===== config.mk =====
export PLATFORM = sky130hd
export DESIGN_NAME = stc_fifo
export DESIGN_NICKNAME = d
export VERILOG_FILES = /design/src/hdl/stc_fifo.sv
export SDC_FILE = /design/constraint.sdc
export NUM_CORES = 1
export LEC_CHECK = 0
export BUFFER_PORTS_ARGS = -buffer_cell sky130_fd_sc_hd__clkbuf_2
export CORE_ASPECT_RATIO = 1.5
export CORE_MARGIN = 1
export CORE_UTILIZATION = 48
export DETAILED_ROUTE_END_ITERATION = 10
export PLACE_DENSITY = 0.8
export SLEW_MARGIN = 20
export SYNTH_ARGS = -nofsm -noshare
export SYNTH_HDL_FRONTEND = slang
export SYNTH_SLANG_ARGS = --single-unit

===== constraint.sdc =====
create_clock -name clk -period 3.2 [get_ports clk]
set_clock_uncertainty 0.15 [all_clocks]
set_input_delay 0.32 -clock clk [delete_from_list [all_inputs] [get_ports clk]]
set_output_delay 0.32 -clock clk [all_outputs]
set_load 0.01 [all_outputs]

===== src/hdl/stc_fifo.sv =====
// ----------------------------------------------------------------------------
// stc_fifo
// Short flop-based queue between the front end and the back end.
// ----------------------------------------------------------------------------
module stc_fifo #(
	parameter int W     = 38,
	parameter int DEPTH = 4
) (
	input  logic         clk,
	input  logic         arst_n,
	input  logic         push,
	input  logic [W-1:0] wr_data,
	output logic         full,
	input  logic         pop,
	output logic [W-1:0] rd_data,
	output logic         empty
);

	localparam int PW = $clog2(DEPTH);
	localparam int CW = $clog2(DEPTH + 1);

	logic [W-1:0]  mem_q [DEPTH];
	logic [PW-1:0] wr_ptr_q;
	logic [PW-1:0] rd_ptr_q;
	logic [CW-1:0] cnt_q;

	assign full    = (cnt_q == CW'(DEPTH));
	assign empty   = (cnt_q == '0);
	assign rd_data = mem_q[rd_ptr_q];

	// Pointers and fill count
	always_ff @(posedge clk or negedge arst_n) begin
		if (!arst_n) begin
			wr_ptr_q <= '0;
			rd_ptr_q <= '0;
			cnt_q    <= '0;
		end else begin
			if (push) wr_ptr_q <= wr_ptr_q + PW'(1);
			if (pop) rd_ptr_q <= rd_ptr_q + PW'(1);
			if (push && !pop) cnt_q <= cnt_q + CW'(1);
			else if (pop && !push) cnt_q <= cnt_q - CW'(1);
		end
	end

	always_ff @(posedge clk) begin
		if (push) mem_q[wr_ptr_q] <= wr_data;
	end

endmodule


==> results.md <==
- Status: completed
- Combinational family with the most area after synthesis: multiplexers
- Routed WL: 10,800 um
- Library cells used by synthesis: 19
- Normalized max-slew margin: 0.480
- Synth Area in Adders: 0.0139
- Hold Violations, Final: 0
- Worst stage delay on the critical path: ~870 ps
- Largest net degree at the start of global routing: 31
- Dpl hpwl: just under 7000 um
- Synth Area in XOR/XNOR: 0.00887
- Critical Path RT: around 2700 ps
- Simple logic cell fraction of the synthesized area: 0.00824
- Crit-path cells: buf_4, mux4_2, clkbuf_2
- Final period utilization: 0.788
- DR top layer: met4
- Mapped Cells: 233
- Clock slew at reported path FFs: 50 ps
- Worst r2r src: wr_ptr_q[0]
- Compound-cell area share of the yosys netlist: 0.000845
- WL met3: 297 um
- Total Neg Setup Slack: 0 ps
- Post_cts resized: 0
- Max frequency: around 0.40 GHz
- Syn nets: 281
- DR WL met2: ~6100 um
- Nets: approximately 420
- Vias in the first global route: slightly above 3,000
- Syn Area/Cell: about 25 um^2
- Final Total Pwr: 6.65 mW
- Worst Setup SP: rd_ptr_q[1]
- DRC: 0
- Period minus WS final: between 2000 and 3000 ps
- Final slew viol count: 0
- Most area-consuming cells after synthesis: edfxtp_1 77%, mux4_2 14%, dfrtp_1 3.0%
- Die area: approximately 13,000 um^2
- Max IR drop VDD: 0.000513 V
- Final setup fails: 0
- Drt wl/cell: 19.9 um
- CTS root buf: clkbuf_16
- Initial DRT Pass Iterations: 4
- DR vias/cell: 5.18
- H-tree depth: 4
- Least-Margin Pin Slew: slightly below 800 ps
- N_diodes: 0
- Clock Sinks: 159
- Register area share after synthesis: 0.800
- Unrepaired setup endpoints after global routing: no
- Initial antenna violation count: 0
- First-pass GRT wire length: 16,800 um
- Synth warnings: 0
- CP Data Arrival Time: 2050 ps
- CP Class: reg -> out
- Met1 wire length: 4100 um
- Clock insertion delay at the later pin of the skew report: 410 ps
- Seq cells post-synth: 159
- Mux cell area share after synthesis: 0.146
- Clk buf depth: 2
- Die Y: 138 um
- Critical Path Sink Type: output pin
- Worst Hold Launch: push
- Grt total ovfl: 0
- Post-Syn Area: 5920 um^2
- I/O Buffers: 81
- GPL Wtd Cong: 0.749
- Hold Path Class: in -> reg
- Die W: 92.7 um
- Worst-path maximum fanout: 30
- Synth async-reset ratio: 0.0440
- Max Cap Viol: 0
- Slowest cell on crit path: dfrtp_2
- Via count: 2,808
- Row Count: 49
- Total core area: 12,000 um^2
- Starting density of the core: 0.493
- Leakage: 2.68 nW
- Total CTS buffers: 17
- I/O pin count: about 80
- GRT Total Usage: 0.185
- CTS tree: yes
- Most frequent cells in the layout: 152 x edfxtp_1, 81 x clkbuf_2, 40 x dlygate4sd3_1
- Share of cells above drive strength 1: 0.427
- Main synth FF type: edfxtp_1
- Starting DRT DRC Count: 205
- Yosys top cell area share: 0.770
- Yosys top cell by area: edfxtp_1
- Antenna viol nets, final: 0
- Commonest non-fill, non-tap cell in the layout: edfxtp_1
- Pwr dens: 888 nW/um^2
- Number of flops mapped to enable cells by yosys: 152
- Critical path startpoint category: register
- Area Growth Syn to Fin: 26.3%
## per-layer routing
layer  GRT usage  vias up
met5           0        -
met4      0.0777        0
met3      0.0391       14
met2       0.329       75
met1       0.214     1449
li1            -     1270
## synth_stat cells, types with 2 or more instances
cell type	n
edfxtp_1	152
mux4_2	38
dfrtp_1	7
ha_1	5
and2_1	4
buf_12	4
inv_1	4
xor2_1	4
buf_2	3
nand2_1	2
xnor2_1	2
## power by group
part | switching [mW] | internal (mW) | leakage [nW] | total [mW]
Sequential | 0.252 | 2.73 | 1.48 | 2.98
Clock | 0.740 | 1.17 | 0.274 | 1.91
Combinational | 0.856 | 0.901 | 0.926 | 1.76
## flip-flops by register name, indices dropped and copies added, names as in the netlist
signal,cells
mem_q,152
cnt_q,3
wr_ptr_q,2
rd_ptr_q,2
## area by class of cell
class | instances | area (um^2)
Tap cell | 153 | 191
Fill cell | 885 | 4530
Clock buffer | 22 | 454
Multi-Input combinational cell | 61 | 1060
Inverter | 4 | 15.0
Timing Repair Buffer | 133 | 908
Sequential cell | 159 | 4740
Clock inverter | 10 | 113
## metrics by stage
step	std cells	hold WS [ps]	util	setup slack, ps	area, um^2
2_1_floorplan	233	-126	-	1110	5920
3_5_place_dp	470	26.8	0.542	1070	6520
4_1_cts	542	27.7	0.623	629	7480
6_report	542	49.8	0.623	679	7480
3_3_place_gp	470	18.0	0.542	1060	6520
5_1_grt	542	58.2	0.623	563	7480
## critical path: cells and delay by family, from the launching register on
family	cells	cell delay, ps
buffers and inverters	2	450
flip-flops	1	870
multiplexers	1	330
## worst paths after layout
kind	slack, ps	cells after the start	end
worst max-delay path	680	3	rd_data[23]
worst min-delay path	50	2	wr_ptr_q[0]
worst max register to register	1260	4	mem_q[2][25]
worst min register to register	360	1	cnt_q[2]
max in group asynchronous	2560	2	rd_ptr_q[0]
min in group asynchronous	150	2	wr_ptr_q[1]
## logic make-up (layout without fill, tap and decap cells)
kind of cell	count (synthesis)	in the layout
xor+xnor	6	6
buf+inv	13	169
mux	39	39
flops	159	159
simple gates	9	9
fa+ha+maj	6	6
compound gates	1	1
## what timing repair did
item                      4_1_cts  5_1_grt
hold endpoints to repair      160        0
hold buffers                   40        0
buffers inserted                0        0
Power figures use the tool's default switching activity.
