## config.mk

```make
export PLATFORM = sky130hd
export DESIGN_NAME = stc_front
export DESIGN_NICKNAME = d
export VERILOG_FILES = /design/src/hdl/stc_pkg.sv /design/src/hdl/stc_front.sv
export SDC_FILE = /design/constraint.sdc
export NUM_CORES = 1
export LEC_CHECK = 0
export ABC_CLOCK_PERIOD_IN_PS = 3600
export BUFFER_PORTS_ARGS = -buffer_cell sky130_fd_sc_hd__buf_2
export CORE_UTILIZATION = 35
export CTS_BUF_LIST = sky130_fd_sc_hd__clkbuf_4 sky130_fd_sc_hd__clkbuf_8
export CTS_CLUSTER_SIZE = 28
export DETAILED_ROUTE_END_ITERATION = 10
export GPL_ROUTABILITY_DRIVEN = 0
export HOLD_SLACK_MARGIN = 0.06
export PLACE_DENSITY = 0.57
export SKIP_CTS_REPAIR_TIMING = 1
export SLEW_MARGIN = 0
export SYNTH_ARGS = -nofsm -noshare
export SYNTH_HDL_FRONTEND = slang
export SYNTH_SLANG_ARGS = --single-unit
```

## constraint.sdc

```tcl
create_clock -name clk -period 3.6 [get_ports clk]
set_clock_uncertainty 0.15 [all_clocks]
set_input_delay 0.54 -clock clk [delete_from_list [all_inputs] [get_ports clk]]
set_output_delay 0.54 -clock clk [all_outputs]
set_load 0.1 [all_outputs]
```

## src/hdl/stc_pkg.sv

```systemverilog
// ----------------------------------------------------------------------------
// stc_pkg
// Shared types and constants for the sphere map to cube texel address block.
// ----------------------------------------------------------------------------
package stc_pkg;

	// Width of the sub-pixel numerator 16*p + 8 + d for a 12-bit pixel
	localparam int NUM_W = 17;

	// Configuration register indexes
	localparam logic [1:0] CFG_OUTPUT_SIZE = 2'd0;
	localparam logic [1:0] CFG_FACE_WIDTH  = 2'd1;
	localparam logic [1:0] CFG_FACE_HEIGHT = 2'd2;
	localparam logic [1:0] CFG_AA_FIVE     = 2'd3;

	// Cube face codes
	localparam logic [2:0] CUBE_PX = 3'd0;
	localparam logic [2:0] CUBE_NX = 3'd1;
	localparam logic [2:0] CUBE_PY = 3'd2;
	localparam logic [2:0] CUBE_NY = 3'd3;
	localparam logic [2:0] CUBE_PZ = 3'd4;
	localparam logic [2:0] CUBE_NZ = 3'd5;

	// Sample numbers
	localparam logic [2:0] SMP_FIRST     = 3'd0;
	localparam logic [2:0] SMP_LAST_FIVE = 3'd4;

	// One sample as it travels from the front end to the back end
	typedef struct packed {
		logic [NUM_W-1:0] num_x;
		logic [NUM_W-1:0] num_y;
		logic [2:0]       smp;
		logic             last;
	} stc_sample_t;

	// Sample offset pattern, in sixteenths of a pixel
	function automatic logic signed [4:0] pat_dx(input logic [2:0] k);
		logic signed [4:0] d;
		case (k)
			3'd1:    d = -5'sd3;
			3'd2:    d = 5'sd6;
			3'd3:    d = 5'sd3;
			3'd4:    d = -5'sd6;
			default: d = 5'sd0;
		endcase
		return d;
	endfunction

	function automatic logic signed [4:0] pat_dy(input logic [2:0] k);
		logic signed [4:0] d;
		case (k)
			3'd1:    d = -5'sd6;
			3'd2:    d = -5'sd3;
			3'd3:    d = 5'sd6;
			3'd4:    d = 5'sd3;
			default: d = 5'sd0;
		endcase
		return d;
	endfunction

endpackage

```

## src/hdl/stc_front.sv

```systemverilog
// ----------------------------------------------------------------------------
// stc_front
// Accepts pixels and expands each into one or five sample numerators.
// ----------------------------------------------------------------------------
module stc_front
	import stc_pkg::*;
(
	input  logic         clk,
	input  logic         arst_n,
	input  logic         aa_five,
	input  logic         in_valid,
	output logic         in_stall,
	input  logic [11:0]  pixel_x,
	input  logic [11:0]  pixel_y,
	input  logic         q_full,
	output logic         q_push,
	output stc_sample_t  q_data
);

	logic        busy_q;
	logic [11:0] px_q;
	logic [11:0] py_q;
	logic [2:0]  k_q;
	logic [2:0]  last_k;
	logic        push_last;
	logic        accept;

	// Sample sequencing
	assign last_k    = aa_five ? SMP_LAST_FIVE : SMP_FIRST;
	assign q_push    = busy_q && !q_full;
	assign push_last = q_push && (k_q == last_k);
	assign in_stall  = busy_q && !push_last;
	assign accept    = in_valid && !in_stall;

	always_ff @(posedge clk or negedge arst_n) begin
		if (!arst_n) begin
			busy_q <= 1'b0;
			k_q    <= SMP_FIRST;
		end else if (accept) begin
			busy_q <= 1'b1;
			k_q    <= SMP_FIRST;
		end else if (push_last) begin
			busy_q <= 1'b0;
		end else if (q_push) begin
			k_q <= k_q + 3'd1;
		end
	end

	always_ff @(posedge clk) begin
		if (accept) begin
			px_q <= pixel_x;
			py_q <= pixel_y;
		end
	end

	// Numerators 16*p + 8 + offset, always positive
	always_comb begin
		q_data.num_x = {1'b0, px_q, 4'b0} + NUM_W'(8) + NUM_W'(pat_dx(k_q));
		q_data.num_y = {1'b0, py_q, 4'b0} + NUM_W'(8) + NUM_W'(pat_dy(k_q));
		q_data.smp   = k_q;
		q_data.last  = (k_q == last_k);
	end

endmodule

```

==> flow_summary.json, run 1 <==
{
  "dp.cells": 293,
  "final_cell_mix": "buf_2, edfxtp_1, nand2_1",
  "wl_met1_mm": 1.56,
  "drc": 0,
  "wl_met2_mm": 2.13,
  "min_path_type": "input port to flip-flop",
  "htree_levels": 1,
  "setup_violations": 0,
  "post-place-ws_ns": 0.275,
  "clockRootBuffer": "clkbuf_8",
  "synth_seq_cells": 28,
  "dr.pass1.iters": 4,
  "cpLargestDelayFamily": "compound AO/OA/AOI/OAI gates",
  "seq_area_frac_synth_pct": 45.5,
  "syn_area_um2": 1800,
  "crit_chain": "ha_4, mux2i_4, inv_6, ha_4, o211ai_1, a21oi_2, nor2_2, o31ai_4, xor2_4, buf_12",
  "cts.path.max_buffers": 2,
  "synth_edf_count": 24,
  "critical_path_class": "flip-flop to output pin",
  "die_area_um2": 5440,
  "final_common_cell": "buf_2",
  "clock.fmax_mhz": 285,
  "critPathArrivalTime_ns": 2.81,
  "num_antenna_cells": 0,
  "fp.dieW_um": 73.8,
  "layout-drive-gt1-share_pct": 53.7,
  "vias": 1455,
  "grt_overflow": 0,
  "wl_per_cell_um": 13.1,
  "setup_slack_ns": 0.0973,
  "cp_num_cells": 10,
  "post-route-period-util_pct": 97.3,
  "path_max_fanout": 13,
  "placementRows": 25,
  "ys.flop_type": "edfxtp_1",
  "ys_warn_count": 0,
  "antenna_left": 0,
  "wl_mm": 3.89,
  "drv_cap": 0,
  "io_buffers": 67,
  "grt_usage_pct": 15.5,
  "grt_start_max_net_pins": 17,
  "rr_worst_depth": 6,
  "syn_nets": 218,
  "crit_top_cell": "ha_4",
  "rrSetupSlack_ns": 1.18,
  "grt_pass1_wl_mm": 6.51,
  "io_pins": 69,
  "stdcell_count": 298,
  "dr.first_iter.drc_count": 58,
  "met3WireLength_um": 169,
  "fin_tns_setup_ns": 0,
  "period_needed_ns": 3.50,
  "syn_inst": 171,
  "dieHeight_um": 73.8,
  "cts_tree": "yes",
  "clkLatencyLatePin_ns": 0.27,
  "rr_endpoint": "px_q[3]",
  "hold_viol": 0,
  "grt_antenna_before_repair": 0,
  "syn_area_per_cell_um2": 10.5,
  "r2r_start": "k_q[0]",
  "worst_pin_slew_ns": 0.548,
  "synthArstFlopShare_pct": 14.3,
  "cp_num_buf_inv": 2,
  "final_nets": 279,
  "required_ns": 2.91,
  "ys_types": 40,
  "endpoint_kind": "output pin",
  "crit_start": "k_q[0]",
  "dp_hpwl_mm": 3.25,
  "start_util_pct": 37.2,
  "first_global_vias": 1459,
  "clk_pin_slew_worst_paths_ns": 0.09,
  "coreArea_um2": 4850,
  "via_per_inst": 4.88,
  "areaGrowthSynthToFinish_pct": 53.9,
  "numCtsBuffers": 3,
  "clkSinkCount": 28,
  "rsz0062_at_grt": "yes",
  "start_kind": "flip-flop",
  "cp-endpoint": "q_data[36]",
  "relSlewSlack_pct": 63.4,
  "critPathSlowestCell": "dfrtp_4",
  "top_layer": "met4",
  "slowest_delay_ns": 0.53,
  "outcome": "completed",
  "fillers": 416,
  "drv_slew": 0
}
[cells in the mapped netlist, types with 2 or more instances]
master | count | area [µm²]
o31ai_1 | 2 | 15.0
a21oi_1 | 17 | 85.1
o21bai_1 | 3 | 22.5
dfrtp_1 | 4 | 100
nor2_1 | 5 | 18.8
xor2_1 | 5 | 43.8
clkbuf_1 | 13 | 48.8
ha_1 | 18 | 225
nor2b_1 | 3 | 18.8
o21ai_0 | 9 | 45.0
nand4b_1 | 2 | 17.5
nor3_1 | 2 | 10.0
mux2_2 | 2 | 22.5
xnor2_1 | 7 | 61.3
nand3_1 | 2 | 10.0
edfxtp_1 | 24 | 721
a22o_1 | 4 | 35.0
inv_1 | 9 | 33.8
nand2b_1 | 3 | 18.8
nand2_1 | 17 | 63.8
[per-stage QoR]
step	utilization, %	hold slack, ns	area, µm²
after floorplan	-	0.0944	2170
after global placement	54.9	0.203	2660
after detailed placement	54.9	0.205	2660
after CTS	56.3	-0.0963	2730
after global routing	57.2	0.269	2770
final	57.2	0.287	2770
[state kept, by name, indices dropped and copies added (netlist names)]
name    count
px_q       12
py_q       12
busy_q      1
k_q         3
[cell type report]
| class | count | area [µm²] | area share [%] |
|---|---|---|---|
| clock inverter | 1 | 30.0 | 1.08 |
| timing repair buffer | 71 | 490 | 17.7 |
| inverter | 9 | 43.8 | 1.58 |
| multi-input combinational | 119 | 1250 | 45.2 |
| sequential | 28 | 832 | 30.0 |
| tap | 67 | 83.8 | 3.02 |
| clock buffer | 3 | 41.3 | 1.49 |
[cell families after synthesis]
group | count (synthesis) | share of synthesized area (%)
AOI/OAI and AO/OA | 46 | 16.9
xor gates and xnor gates | 12 | 5.83
and+or+nand+nor | 38 | 10.3
buffers and inverters | 24 | 5.62
other | 1 | 0.208
muxes | 4 | 3.05
adders and majority gates | 18 | 12.5
DFF | 28 | 45.5
[metal layers]
layer  GRT usage, %  up-vias
li1               -      725
met5              0        -
met1           17.9      682
met2           29.2       44
met3           2.61        4
met4           4.49        0
[worst min path at each step]
stage / from / end / slack (ns) / depth (start not counted)
2_1_floorplan: arst_n / busy_q / 0.09 / 0
3_5_place_dp: arst_n / busy_q / 0.21 / 1
4_1_cts: arst_n / k_q[0] / -0.1 / 1
5_1_grt: pixel_y[9] / py_q[9] / 0.27 / 1
6_report: pixel_x[8] / px_q[8] / 0.29 / 1
3_3_place_gp: arst_n / busy_q / 0.20 / 1
Power of run 1 is left out: the tool's default activity adds up to more than one toggle a clock period on the data nets, which glitch-free logic cannot reach.
==> inputs of run 2 (changes only) <==
==> constraint.sdc (replaced) <==
create_clock -name clk -period 3.6 [get_ports clk]
set_clock_uncertainty 0.15 [all_clocks]
set_input_delay 0.18 -clock clk [delete_from_list [all_inputs] [get_ports clk]]
set_output_delay 0.18 -clock clk [all_outputs]
set_load 0.1 [all_outputs]
==> run 2 against run 1 <==
  * Sequential share of layout area down 1.5 points
  * Core utilization up 3.0 points
  * Setup slack improved by 0.22 ns
  * Worst hold slack got worse by 0.19 ns
  * Highest routed layer unchanged
  * Sequential cell count stayed put
  * Fmax up 6.7%
  * Routed wire length up 12%
  * First-iteration DRC count down 36%
  * Critical path depth is the same
  * Die area stayed put
  * Critical endpoint is now q_data[35]
  * Non-clock buffer count grew 24
==> flow_summary.json, run 2 (synthesized netlist as in run 1, its figures left out) <==
{
  "clockRootBuffer": "clkbuf_8",
  "dieHeight_um": 73.8,
  "drc": 0,
  "period_needed_ns": 3.28,
  "start_kind": "flip-flop",
  "clkLatencyLatePin_ns": 0.27,
  "num_antenna_cells": 0,
  "placementRows": 25,
  "critPathArrivalTime_ns": 2.95,
  "start_util_pct": 37.2,
  "dr.first_iter.drc_count": 37,
  "first_global_vias": 1382,
  "min_path_type": "input port to asynchronous set/reset pin",
  "wl_mm": 4.34,
  "grt_overflow": 0,
  "grt_usage_pct": 14.9,
  "rr_worst_depth": 6,
  "io_buffers": 67,
  "required_ns": 3.27,
  "setup_violations": 0,
  "die_area_um2": 5440,
  "path_max_fanout": 13,
  "clock.fmax_mhz": 305,
  "clkSinkCount": 28,
  "final_cell_mix": "buf_2, dlygate4sd3_1, edfxtp_1",
  "post-route-period-util_pct": 91.2,
  "endpoint_kind": "output pin",
  "fillers": 413,
  "grt_antenna_before_repair": 0,
  "outcome": "completed",
  "rsz0062_at_grt": "no",
  "stdcell_count": 322,
  "reg_top3": "px_q (12), py_q (12), k_q (3)",
  "wl_per_cell_um": 13.5,
  "drv_slew": 0,
  "critical_path_class": "flip-flop to output pin",
  "dp.cells": 292,
  "via_per_inst": 4.78,
  "dr.pass1.iters": 4,
  "areaGrowthSynthToFinish_pct": 62.0,
  "vias": 1540,
  "cts.path.max_buffers": 2,
  "grt_start_max_net_pins": 18,
  "grt_pass1_wl_mm": 6.13,
  "coreArea_um2": 4850,
  "htree_levels": 1,
  "layout-drive-gt1-share_pct": 45.5,
  "dp_hpwl_mm": 3.31,
  "drv_cap": 0,
  "fp.dieW_um": 73.8,
  "fin_tns_setup_ns": 0,
  "hold_viol": 0,
  "antenna_left": 0,
  "io_pins": 69,
  "clk_pin_slew_worst_paths_ns": 0.09,
  "cts_tree": "yes",
  "numCtsBuffers": 3,
  "final_common_cell": "buf_2",
  "final_nets": 303
}
[run 2: final timing paths]
path                        start         end  slack [ns]
max reg2reg                k_q[0]     py_q[0]        1.28
max                        k_q[0]  q_data[35]        0.32
min reg2reg                busy_q      k_q[1]        0.47
min in group clk           q_full      k_q[2]        0.19
min                        arst_n      busy_q         0.1
max in group asynchronous  arst_n      k_q[1]        3.06
[run 2: per-layer routing]
| layer | global-route usage [%] | part of all wire [%] | up-vias |
|---|---|---|---|
| li1 | - | - | 773 |
| met3 | 2.19 | 2.7 | 4 |
| met5 | 0 | 0 | - |
| met1 | 17.6 | 42 | 724 |
| met2 | 27.8 | 55 | 39 |
| met4 | 3.85 | 0.92 | 0 |
[run 2: through the flow]
step,hold WS [ns],setup slack [ns],util (%),cell area (µm²)
6_report,0.0970,0.316,60.3,2920
5_1_grt,0.0853,0.195,60.3,2920
4_1_cts,-0.453,0.303,54.9,2660
3_5_place_dp,-0.153,0.613,53.4,2590
3_3_place_gp,-0.157,0.680,53.4,2590
2_1_floorplan,-0.266,-0.393,-,2170
[run 2: worst max-delay path, stage by stage (launching register included)]
cell and delay [ns]:
dfrtp_4 0.53, ha_4 0.20, mux2i_4 0.21, inv_6 0.13
ha_4 0.33, nand4b_1 0.17, o211ai_4 0.25, o21ai_2 0.15
nand4b_1 0.12, o311a_2 0.17, buf_2 0.42
[run 2: layout make-up]
cell class,count,area (µm²),area share (%)
Multi-Input combinational cell,119,1220,41.8
Sequential cell,28,832,28.5
Timing Repair Buffer,95,671,23.0
Tap cell,67,83.8,2.87
Inverter,9,43.8,1.50
Clock buffer,3,41.3,1.41
Clock inverter,1,30.0,1.03
Power of run 2 is left out for the same reason.
